**src/hdl/cmrg_pkg.sv**
```systemverilog
// Shared types and constants for the channel mask router with gain.
// Used by every module of the block; depends on nothing.
package cmrg_pkg;

  localparam int CH_W       = 6;   // source and output channel index
  localparam int SAMPLE_W   = 24;  // Q1.23 sample and contribution
  localparam int GAIN_W     = 16;  // Q4.12 gain
  localparam int CNT_W      = 7;   // counts of channels, 0..64
  localparam int PROD_W     = 40;  // exact sample * gain product
  localparam int FRAC_W     = 12;  // fraction bits of the gain
  localparam int CFG_W      = 64;  // widest configuration register
  localparam int ADDR_W     = 2;   // configuration register index
  localparam int IN_DATA_W  = 48;  // 46 field bits padded to bytes
  localparam int OUT_DATA_W = 32;  // 30 field bits padded to bytes

  localparam int MAX_OUTPUTS_DEF = 64;
  localparam int QUEUE_DEPTH     = 4;

  localparam logic [ADDR_W-1:0] REG_ROUTE_MASK   = 2'd0;
  localparam logic [ADDR_W-1:0] REG_OUTPUT_COUNT = 2'd1;
  localparam logic [ADDR_W-1:0] REG_SOURCE_COUNT = 2'd2;

  localparam logic [CNT_W-1:0] OUTPUT_COUNT_RST = 7'd2;
  localparam logic [CNT_W-1:0] SOURCE_COUNT_RST = 7'd1;

  localparam logic signed [SAMPLE_W-1:0] SAT_MAX = 24'sh7FFFFF;
  localparam logic signed [SAMPLE_W-1:0] SAT_MIN = 24'sh800000;

  // Routing figures the classifier needs
  typedef struct packed {
    logic [CNT_W-1:0] total;         // set mask bits in range
    logic [CNT_W-1:0] source_count;  // 1 means mono replication
  } cmrg_cls_cfg_t;

  // One queued job: a scaled sample and the span of mask ranks it feeds
  typedef struct packed {
    logic signed [SAMPLE_W-1:0] contribution;
    logic [CH_W-1:0]            rank_first;
    logic [CH_W-1:0]            rank_last;
  } cmrg_job_t;

endpackage

```
**src/hdl/channel_mask_router_gain.sv**
```systemverilog
// Top level of the channel mask router with gain: configuration registers,
// in-range mask and rank map, front end, job queue and back end.
// Depends on cmrg_pkg, cmrg_front, cmrg_queue and cmrg_back.
//
//  Channel  Dir  Handshake          Payload (lowest bit first)
//  in_      in   tvalid / tready    tdata: source_channel[5:0], sample_value[29:6],
//                                          gain[45:30], zero pad [47:46]
//  out_     out  tvalid / tready    tdata: output_channel[5:0], contribution[29:6],
//                                          zero pad [31:30]; tlast: last
//  cfg_     in   wen, no wait       addr: 0 route_mask, 1 output_count, 2 source_count
//
// Rates: one input beat per clock while in_tready is high. A routed channel gives at
// most one output beat, so that stream runs at one item per cycle unless out_tready
// stalls it; a mono item gives one beat per set mask bit in range, one per cycle
// unless out_tready stalls it, set by the back end's rank walk. An input beat passes
// the product register, the job queue and the output register before it leaves.
// Reset (rst_n low, synchronous) empties all stages and loads the register
// defaults. A stalled output fills the four-entry job queue before the input
// side stalls; the rank map is registered from the configuration registers.
module channel_mask_router_gain
  import cmrg_pkg::*;
#(
  parameter int MAX_OUTPUTS = MAX_OUTPUTS_DEF
) (
  input  logic                  clk,
  input  logic                  rst_n,
  input  logic                  in_tvalid,
  output logic                  in_tready,
  input  logic [IN_DATA_W-1:0]  in_tdata,   // source_channel, sample_value, gain
  output logic                  out_tvalid,
  input  logic                  out_tready,
  output logic [OUT_DATA_W-1:0] out_tdata,  // output_channel, contribution
  output logic                  out_tlast,
  input  logic                  cfg_wen,
  input  logic [ADDR_W-1:0]     cfg_addr,
  input  logic [CFG_W-1:0]      cfg_wdata
);

  localparam int LEVELS = (MAX_OUTPUTS > 1) ? $clog2(MAX_OUTPUTS) : 1;
  localparam logic [CNT_W-1:0] MAX_CNT = CNT_W'(MAX_OUTPUTS);

  logic [MAX_OUTPUTS-1:0] mask_r;
  logic [CNT_W-1:0]       output_count_r;
  logic [CNT_W-1:0]       source_count_r;

  // Rank map: in-range mask bits and their inclusive prefix counts
  logic [MAX_OUTPUTS-1:0]              em_r,   em_nxt;
  logic [MAX_OUTPUTS-1:0][CNT_W-1:0]   incl_r;
  logic [CNT_W-1:0]                    total_r;
  logic [LEVELS:0][MAX_OUTPUTS-1:0][CNT_W-1:0] lvl;
  logic [CNT_W-1:0]                    cap;

  cmrg_cls_cfg_t cls_cfg;
  cmrg_job_t     push_job;
  cmrg_job_t     head_job;
  logic          q_push;
  logic          q_full;
  logic          q_pop;
  logic          q_vld;

  // Hold the configuration; writes to an unused index drop
  always_ff @(posedge clk) begin
    if (!rst_n) begin
      mask_r         <= '0;
      output_count_r <= OUTPUT_COUNT_RST;
      source_count_r <= SOURCE_COUNT_RST;
    end else if (cfg_wen) begin
      case (cfg_addr)
        REG_ROUTE_MASK:   mask_r         <= cfg_wdata[MAX_OUTPUTS-1:0];
        REG_OUTPUT_COUNT: output_count_r <= cfg_wdata[CNT_W-1:0];
        REG_SOURCE_COUNT: source_count_r <= cfg_wdata[CNT_W-1:0];
        default: ;
      endcase
    end
  end

  // Clip the mask to the active outputs, then prefix count it in log steps
  always_comb begin
    cap = (output_count_r > MAX_CNT) ? MAX_CNT : output_count_r;
    for (int b = 0; b < MAX_OUTPUTS; b++) begin
      em_nxt[b] = mask_r[b] && (CNT_W'(b) < cap);
      lvl[0][b] = CNT_W'(em_nxt[b]);
    end
    for (int s = 0; s < LEVELS; s++) begin
      for (int b = 0; b < MAX_OUTPUTS; b++) begin
        if (b >= (1 << s)) begin
          lvl[s+1][b] = lvl[s][b] + lvl[s][b - (1 << s)];
        end else begin
          lvl[s+1][b] = lvl[s][b];
        end
      end
    end
  end

  always_ff @(posedge clk) begin
    if (!rst_n) begin
      em_r    <= '0;
      incl_r  <= '0;
      total_r <= '0;
    end else begin
      em_r    <= em_nxt;
      incl_r  <= lvl[LEVELS];
      total_r <= lvl[LEVELS][MAX_OUTPUTS-1];
    end
  end

  assign cls_cfg.total        = total_r;
  assign cls_cfg.source_count = source_count_r;

  cmrg_front u_front (
    .clk       (clk),
    .rst_n     (rst_n),
    .in_tvalid (in_tvalid),
    .in_tready (in_tready),
    .in_tdata  (in_tdata),
    .cls_cfg   (cls_cfg),
    .q_push    (q_push),
    .q_job     (push_job),
    .q_full    (q_full)
  );

  cmrg_queue #(
    .DEPTH (QUEUE_DEPTH)
  ) u_queue (
    .clk      (clk),
    .rst_n    (rst_n),
    .push     (q_push),
    .push_job (push_job),
    .full     (q_full),
    .pop      (q_pop),
    .head_vld (q_vld),
    .head_job (head_job)
  );

  cmrg_back #(
    .MAX_OUTPUTS (MAX_OUTPUTS)
  ) u_back (
    .clk        (clk),
    .rst_n      (rst_n),
    .em         (em_r),
    .incl       (incl_r),
    .q_vld      (q_vld),
    .q_job      (head_job),
    .q_pop      (q_pop),
    .out_tvalid (out_tvalid),
    .out_tready (out_tready),
    .out_tdata  (out_tdata),
    .out_tlast  (out_tlast)
  );

endmodule

```
**src/hdl/cmrg_front.sv**
```systemverilog
// Front end: accepts input beats, scales by the gain, rounds, saturates and
// classifies each sample into a job for the queue. Depends on cmrg_pkg.
module cmrg_front
  import cmrg_pkg::*;
(
  input  logic                 clk,
  input  logic                 rst_n,
  input  logic                 in_tvalid,
  output logic                 in_tready,
  input  logic [IN_DATA_W-1:0] in_tdata,
  input  cmrg_cls_cfg_t        cls_cfg,
  output logic                 q_push,
  output cmrg_job_t            q_job,
  input  logic                 q_full
);

  localparam int SAMPLE_LSB = CH_W;
  localparam int GAIN_LSB   = CH_W + SAMPLE_W;
  localparam logic signed [PROD_W-1:0] ROUND_W   = 40'sd2048;
  localparam logic signed [PROD_W-1:0] SAT_MAX_W = 40'sd8388607;
  localparam logic signed [PROD_W-1:0] SAT_MIN_W = -40'sd8388608;

  logic                     s1_vld_r;
  logic [CH_W-1:0]          s1_ch_r;
  logic signed [PROD_W-1:0] s1_prod_r;

  logic signed [SAMPLE_W-1:0] in_sample;
  logic signed [GAIN_W:0]     in_gain;
  logic signed [PROD_W-1:0]   prod_nxt;
  logic signed [PROD_W-1:0]   scaled;
  logic signed [SAMPLE_W-1:0] contribution;
  logic [CNT_W-1:0]           ch_ext;
  logic [CNT_W-1:0]           total_m1;
  logic                       mono;
  logic                       drop;
  logic                       s1_adv;

  always_comb begin
    in_sample = $signed(in_tdata[SAMPLE_LSB +: SAMPLE_W]);
    in_gain   = $signed({1'b0, in_tdata[GAIN_LSB +: GAIN_W]});
    prod_nxt  = PROD_W'(in_sample * in_gain);
  end

  // Round to nearest with ties up, then clamp to the Q1.23 range
  always_comb begin
    scaled = (s1_prod_r + ROUND_W) >>> FRAC_W;
    if (scaled > SAT_MAX_W) begin
      contribution = SAT_MAX;
    end else if (scaled < SAT_MIN_W) begin
      contribution = SAT_MIN;
    end else begin
      contribution = scaled[SAMPLE_W-1:0];
    end
  end

  always_comb begin
    mono     = (cls_cfg.source_count == CNT_W'(1));
    ch_ext   = {1'b0, s1_ch_r};
    total_m1 = cls_cfg.total - CNT_W'(1);
    drop     = (cls_cfg.total == '0) ||
               (!mono && ((ch_ext >= cls_cfg.source_count) || (ch_ext >= cls_cfg.total)));
    q_job.contribution = contribution;
    q_job.rank_first   = mono ? '0 : s1_ch_r;
    q_job.rank_last    = mono ? total_m1[CH_W-1:0] : s1_ch_r;
    q_push    = s1_vld_r && !drop && !q_full;
    s1_adv    = s1_vld_r && (drop || !q_full);
    in_tready = !s1_vld_r || s1_adv;
  end

  always_ff @(posedge clk) begin
    if (!rst_n) begin
      s1_vld_r <= 1'b0;
    end else if (in_tready) begin
      s1_vld_r <= in_tvalid;
    end
  end

  always_ff @(posedge clk) begin
    if (in_tvalid && in_tready) begin
      s1_ch_r   <= in_tdata[CH_W-1:0];
      s1_prod_r <= prod_nxt;
    end
  end

  a_stall_blocks_input: assert property (@(posedge clk) disable iff (!rst_n)
    (s1_vld_r && !s1_adv) |-> !in_tready)
    else $error("input taken while the scaling stage is stalled");

  a_push_only_when_room: assert property (@(posedge clk) disable iff (!rst_n)
    q_push |-> (s1_vld_r && !q_full))
    else $error("job pushed into a full queue");

endmodule

```
**src/hdl/cmrg_queue.sv**
```systemverilog
// Short job queue between the classifying front end and the emitting back end.
// Register based, first in first out. Depends on cmrg_pkg.
module cmrg_queue
  import cmrg_pkg::*;
#(
  parameter int DEPTH = QUEUE_DEPTH
) (
  input  logic      clk,
  input  logic      rst_n,
  input  logic      push,
  input  cmrg_job_t push_job,
  output logic      full,
  input  logic      pop,
  output logic      head_vld,
  output cmrg_job_t head_job
);

  localparam int AW = (DEPTH > 1) ? $clog2(DEPTH) : 1;
  localparam logic [AW-1:0]  LAST_IDX = AW'(DEPTH - 1);
  localparam logic [AW:0]    DEPTH_C  = (AW + 1)'(DEPTH);

  cmrg_job_t       slot_r [DEPTH];
  logic [AW-1:0]   wr_ptr_r, wr_ptr_nxt;
  logic [AW-1:0]   rd_ptr_r, rd_ptr_nxt;
  logic [AW:0]     count_r,  count_nxt;

  always_comb begin
    full       = (count_r == DEPTH_C);
    head_vld   = (count_r != '0);
    head_job   = slot_r[rd_ptr_r];
    wr_ptr_nxt = (wr_ptr_r == LAST_IDX) ? '0 : wr_ptr_r + AW'(1);
    rd_ptr_nxt = (rd_ptr_r == LAST_IDX) ? '0 : rd_ptr_r + AW'(1);
    count_nxt  = count_r;
    if (push && !pop) begin
      count_nxt = count_r + (AW + 1)'(1);
    end else if (pop && !push) begin
      count_nxt = count_r - (AW + 1)'(1);
    end
  end

  always_ff @(posedge clk) begin
    if (!rst_n) begin
      wr_ptr_r <= '0;
      rd_ptr_r <= '0;
      count_r  <= '0;
    end else begin
      if (push) begin
        wr_ptr_r <= wr_ptr_nxt;
      end
      if (pop) begin
        rd_ptr_r <= rd_ptr_nxt;
      end
      count_r <= count_nxt;
    end
  end

  always_ff @(posedge clk) begin
    if (push) begin
      slot_r[wr_ptr_r] <= push_job;
    end
  end

endmodule

```
**src/hdl/cmrg_back.sv**
```systemverilog
// Back end: walks the rank span of the head job, maps each rank to its output
// channel through the prefix counts, and drives the output register. Uses cmrg_pkg.
module cmrg_back
  import cmrg_pkg::*;
#(
  parameter int MAX_OUTPUTS = MAX_OUTPUTS_DEF
) (
  input  logic                                   clk,
  input  logic                                   rst_n,
  input  logic [MAX_OUTPUTS-1:0]                 em,
  input  logic [MAX_OUTPUTS-1:0][CNT_W-1:0]      incl,
  input  logic                                   q_vld,
  input  cmrg_job_t                              q_job,
  output logic                                   q_pop,
  output logic                                   out_tvalid,
  input  logic                                   out_tready,
  output logic [OUT_DATA_W-1:0]                  out_tdata,
  output logic                                   out_tlast
);

  localparam int PAD_W = OUT_DATA_W - CH_W - SAMPLE_W;

  logic                       mid_r;
  logic [CH_W-1:0]            rank_r;
  logic                       out_vld_r;
  logic [CH_W-1:0]            out_ch_r;
  logic signed [SAMPLE_W-1:0] out_contrib_r;
  logic                       out_last_r;

  logic [CH_W-1:0]        cur;
  logic [CNT_W-1:0]       target;
  logic [MAX_OUTPUTS-1:0] sel;
  logic [CH_W-1:0]        pos;
  logic                   emit;
  logic                   at_last;

  // The rank-th set bit is the one whose inclusive count equals rank + 1
  always_comb begin
    cur    = mid_r ? rank_r : q_job.rank_first;
    target = {1'b0, cur} + CNT_W'(1);
    pos    = '0;
    for (int b = 0; b < MAX_OUTPUTS; b++) begin
      sel[b] = em[b] && (incl[b] == target);
      if (sel[b]) begin
        pos = pos | CH_W'(b);
      end
    end
    at_last = (cur == q_job.rank_last);
    emit    = q_vld && (!out_vld_r || out_tready);
    q_pop   = emit && at_last;
  end

  always_ff @(posedge clk) begin
    if (!rst_n) begin
      mid_r     <= 1'b0;
      out_vld_r <= 1'b0;
    end else begin
      if (emit) begin
        mid_r <= !at_last;
      end
      if (!out_vld_r || out_tready) begin
        out_vld_r <= q_vld;
      end
    end
  end

  always_ff @(posedge clk) begin
    if (emit) begin
      rank_r        <= cur + CH_W'(1);
      out_ch_r      <= pos;
      out_contrib_r <= q_job.contribution;
      out_last_r    <= at_last;
    end
  end

  assign out_tvalid = out_vld_r;
  assign out_tdata  = {{PAD_W{1'b0}}, out_contrib_r, out_ch_r};
  assign out_tlast  = out_last_r;

  a_mid_keeps_head: assert property (@(posedge clk) disable iff (!rst_n)
    mid_r |-> q_vld)
    else $error("job in progress left the queue head");

  a_pop_needs_head: assert property (@(posedge clk) disable iff (!rst_n)
    q_pop |-> (q_vld && emit))
    else $error("queue popped without an emitted last beat");

endmodule
```
**config.mk**
```make
export PLATFORM = sky130hd
export DESIGN_NAME = channel_mask_router_gain
export DESIGN_NICKNAME = d
export VERILOG_FILES = /design/src/hdl/cmrg_pkg.sv /design/src/hdl/channel_mask_router_gain.sv /design/src/hdl/cmrg_front.sv /design/src/hdl/cmrg_queue.sv /design/src/hdl/cmrg_back.sv
export SDC_FILE = /design/constraint.sdc
export NUM_CORES = 2
export LEC_CHECK = 0
export BUFFER_PORTS_ARGS = -buffer_cell sky130_fd_sc_hd__buf_2
export CORE_MARGIN = 2
export CORE_UTILIZATION = 42
export CTS_BUF_LIST = sky130_fd_sc_hd__clkbuf_2 sky130_fd_sc_hd__clkbuf_4 sky130_fd_sc_hd__clkbuf_8
export CTS_CLUSTER_DIAMETER = 200
export DETAILED_ROUTE_END_ITERATION = 7
export PLACE_DENSITY = 0.59
export SLEW_MARGIN = 20
export SYNTH_ARGS = -nofsm -noshare
export SYNTH_HDL_FRONTEND = slang
export SYNTH_SLANG_ARGS = --single-unit
```
**constraint.sdc**
```tcl
create_clock -name clk -period 19.79 [get_ports clk]
set_input_delay 0.9895 -clock clk [delete_from_list [all_inputs] [get_ports clk]]
set_output_delay 0.9895 -clock clk [all_outputs]
set_load 0.01 [all_outputs]
```
==> results.ini <==
[drt]
postRouteAntennaNets = 0
vias = 47258
wirelength_mm = 207
first_pass_iters = 5
drcViolationCount = 0
drtIter0Drc = 3346
wirelength_met1_mm = 94.6
route.met3.wl_mm = 13.8
via_per_inst = 5.16
wire_per_inst_microns = 22.5
wl_met2_mm = 90.8
top_layer_used = met5

[cts]
post-cts-setup-buffers = 0
cts_buffers = 136
clockBufferDepth = 3
clk_latency_ns = 0.91
cts_hold_buf = 0
cts_num_sinks = 752
cts-root-buf = clkbuf_8
postCtsResizedCells = 0
htree_levels = 4
clk_pin_slew_worst_paths_ns = 0.07
cts_tree = built

[power]
p_switching_mw = 3.26
p_int_mw = 4.65
switching_share = 0.412
peakVddDrop_uv = 180
powerDensity_nw_per_um2 = 107
pwr-share-comb = 0.545
pwr-share-clk = 0.201
p_seq_frac = 0.254
cellLeakagePower_nw = 38.3

[logic_synthesis]
synth_compound_area_frac = 0.0788
ys_types = 79
synth_xor_area_frac = 0.0868
synth_top_family_by_area = adder cells
ys_ff_latch = 752
syn_area_per_cell_sq_um = 10.1
synthCells = 6763
synth-edff-count = 216
synthArstFlopShare = 0
syn_area_sq_um = 68100
synth_fa_ha_area_frac = 0.381
yosys.area_share.simple = 0.111
synthFlopType = dfxtp_1
muxShareOfSynthArea = 0.0157
ys_seq_area_frac = 0.253
ys_warn_count = 0

[grt]
grt_pass1_vias = 48714
antenna_found_initial = 32
overflow = 0
grt_max_degree = 138
grt_pass1_wl_mm = 310
grtUsageTotal = 0.255

[placed_design]
dp_slack_ns = 11.18
place_hpwl_mm = 163
numPortBuffers = 149
placed_cell_area_sq_um = 71200
gp_congestion = 0.957

[job]
cap_violations = 0

[outcome]
status = finished clean

[die]
floorplan.rows = 147
ios = 154
design.die.area_sq_um = 165000
dieWidth_microns = 407
core-area_sq_um = 161000
initial_utilization = 0.423
die_h_microns = 407

[finish]
nets = 8626
stdcell_area_sq_um = 74200
multi_input_area_sq_um = 46000
final_core_util = 0.461
layout-drive-gt1-share = 0.0736
seq_area_sq_um = 17200
final_common_cell = inv_1
syn_to_final_growth_pct = 8.97
final_cell_mix = inv_1, ha_1, fa_1, dfxtp_1, xnor2_1
fillers = 15213

[critical_path]
required_ns = 20.53
end_kind = flop
path_class = reg -> reg
r2r_slack_ns = 11.00
cp_data_arrival_time_ns = 9.53
cp-start-kind = flop
crit_fanout = 21

[sta]
finalCritPeriodShare = 0.444
rsz0062_at_grt = no
period_needed_ns = 8.79
worstMarginPinSlew_ns = 1.32
tns_ns = 0
setup_viol = 0
maxSlewViolCount = 0
finalHoldViolations = 0
finClkSkew_ns = 0.0551
slew_headroom = 0.112
fmax_ghz = 0.114
setup_slack_ns = 11.00

[hold_path]
hold_class = in -> reg

[registers in the layout, summed over array words and instances, names as in the netlist, 6 cells and up, named ones only]
signal	flops
em_r	63
incl_r	376
mask_r	64
output_count_r	7
source_count_r	7
total_r	7
u_back.out_ch_r	6
u_back.out_contrib_r	24
u_back.rank_r	6
u_front.s1_ch_r	6
u_front.s1_prod_r	29
u_queue.slot_r	144
[final cells by class]
cell class | instances | area share
antenna | 7 | 0.000236
clock buffer | 203 | 0.0341
clock inverter | 43 | 0.00531
inverter | 1107 | 0.0561
multi-input combinational | 4705 | 0.621
sequential | 752 | 0.232
tap | 2160 | 0.0364
timing repair buffer | 189 | 0.0150
[path summary, 6_finish.rpt]
kind	cells past startpoint	endpoint	startpoint
worst min register to register	2	mask_r[2]	mask_r[2]
worst max-delay path	27	total_r[6]	output_count_r[6]
worst min-delay path	1	u_front.s1_ch_r[2]	in_tdata[2]
worst max register to register	27	total_r[6]	output_count_r[6]
[power by group through the flow]
stage / clock network, mW / logic (mW) / registers [mW]
global route: 1.69 / 4.91 / 2.02
CTS: 1.63 / 4.33 / 2.01
detailed placement: 0 / 4.29 / 2.04
floorplan: 0 / 3.12 / 2.02
global placement: 0 / 4.22 / 2.04
finish: 1.59 / 4.31 / 2.01
[synth_stat cells, types with 61 or more instances]
cell type | n | area share
inv_1 | 1104 | 0.061
ha_1 | 854 | 0.16
fa_1 | 762 | 0.22
dfxtp_1 | 536 | 0.16
xnor2_1 | 456 | 0.059
nand2_1 | 443 | 0.024
and2_1 | 355 | 0.033
nor2_1 | 338 | 0.019
a21oi_1 | 310 | 0.023
a21o_1 | 306 | 0.034
edfxtp_1 | 216 | 0.095
xor2_1 | 214 | 0.028
clkbuf_1 | 150 | 0.0083
nor3_1 | 90 | 0.0066
o21ai_0 | 61 | 0.0045
[worst max-delay path: stages, from the launching register on]
cell	delay, ns
dfxtp_1	0.41
buf_4	0.26
nor2_1	0.45
nand2_1	0.42
nor2_1	0.29
nand2_1	0.08
and2_1	0.39
ha_1	0.52
ha_1	0.25
fa_1	0.79
inv_1	0.23
fa_1	0.67
inv_1	0.19
fa_1	0.57
ha_1	0.32
a21o_1	0.15
a21oi_1	0.22
xnor2_1	0.15
fa_1	0.56
inv_1	0.04
ha_1	0.28
ha_1	0.29
ha_1	0.34
a21oi_1	0.23
o21bai_1	0.10
a21oi_1	0.18
xor2_1	0.16
nor2_1	0.05
[layer usage]
| layer | track usage | vias to the layer above |
|---|---|---|
| met1 | 0.359 | 23532 |
| li1 | - | 22074 |
| met5 | 0 | - |
| met4 | 0.0865 | 26 |
| met2 | 0.390 | 1300 |
| met3 | 0.0514 | 326 |
[cells by family (layout without fill, tap and decap cells)]
group | after synthesis | after routing
adder cells (fa/ha/maj) | 1616 | 1616
AND/OR/NAND/NOR | 1531 | 1531
buffers and inverters | 1307 | 1542
AO/OA/AOI/OAI | 824 | 824
flip-flops | 752 | 752
XOR/XNOR | 672 | 672
multiplexers | 60 | 60
other | 1 | 9
[per-stage QoR]
step	power (mW)	hold WS, ns	instances
floorplan	5.15	0.432	6764
global placement	6.26	0.439	8911
detailed placement	6.33	0.443	8912
CTS	7.96	0.206	9158
global route	8.62	0.238	9162
finish	7.91	0.286	9166
No activity file was read; power rests on OpenSTA's default activity.
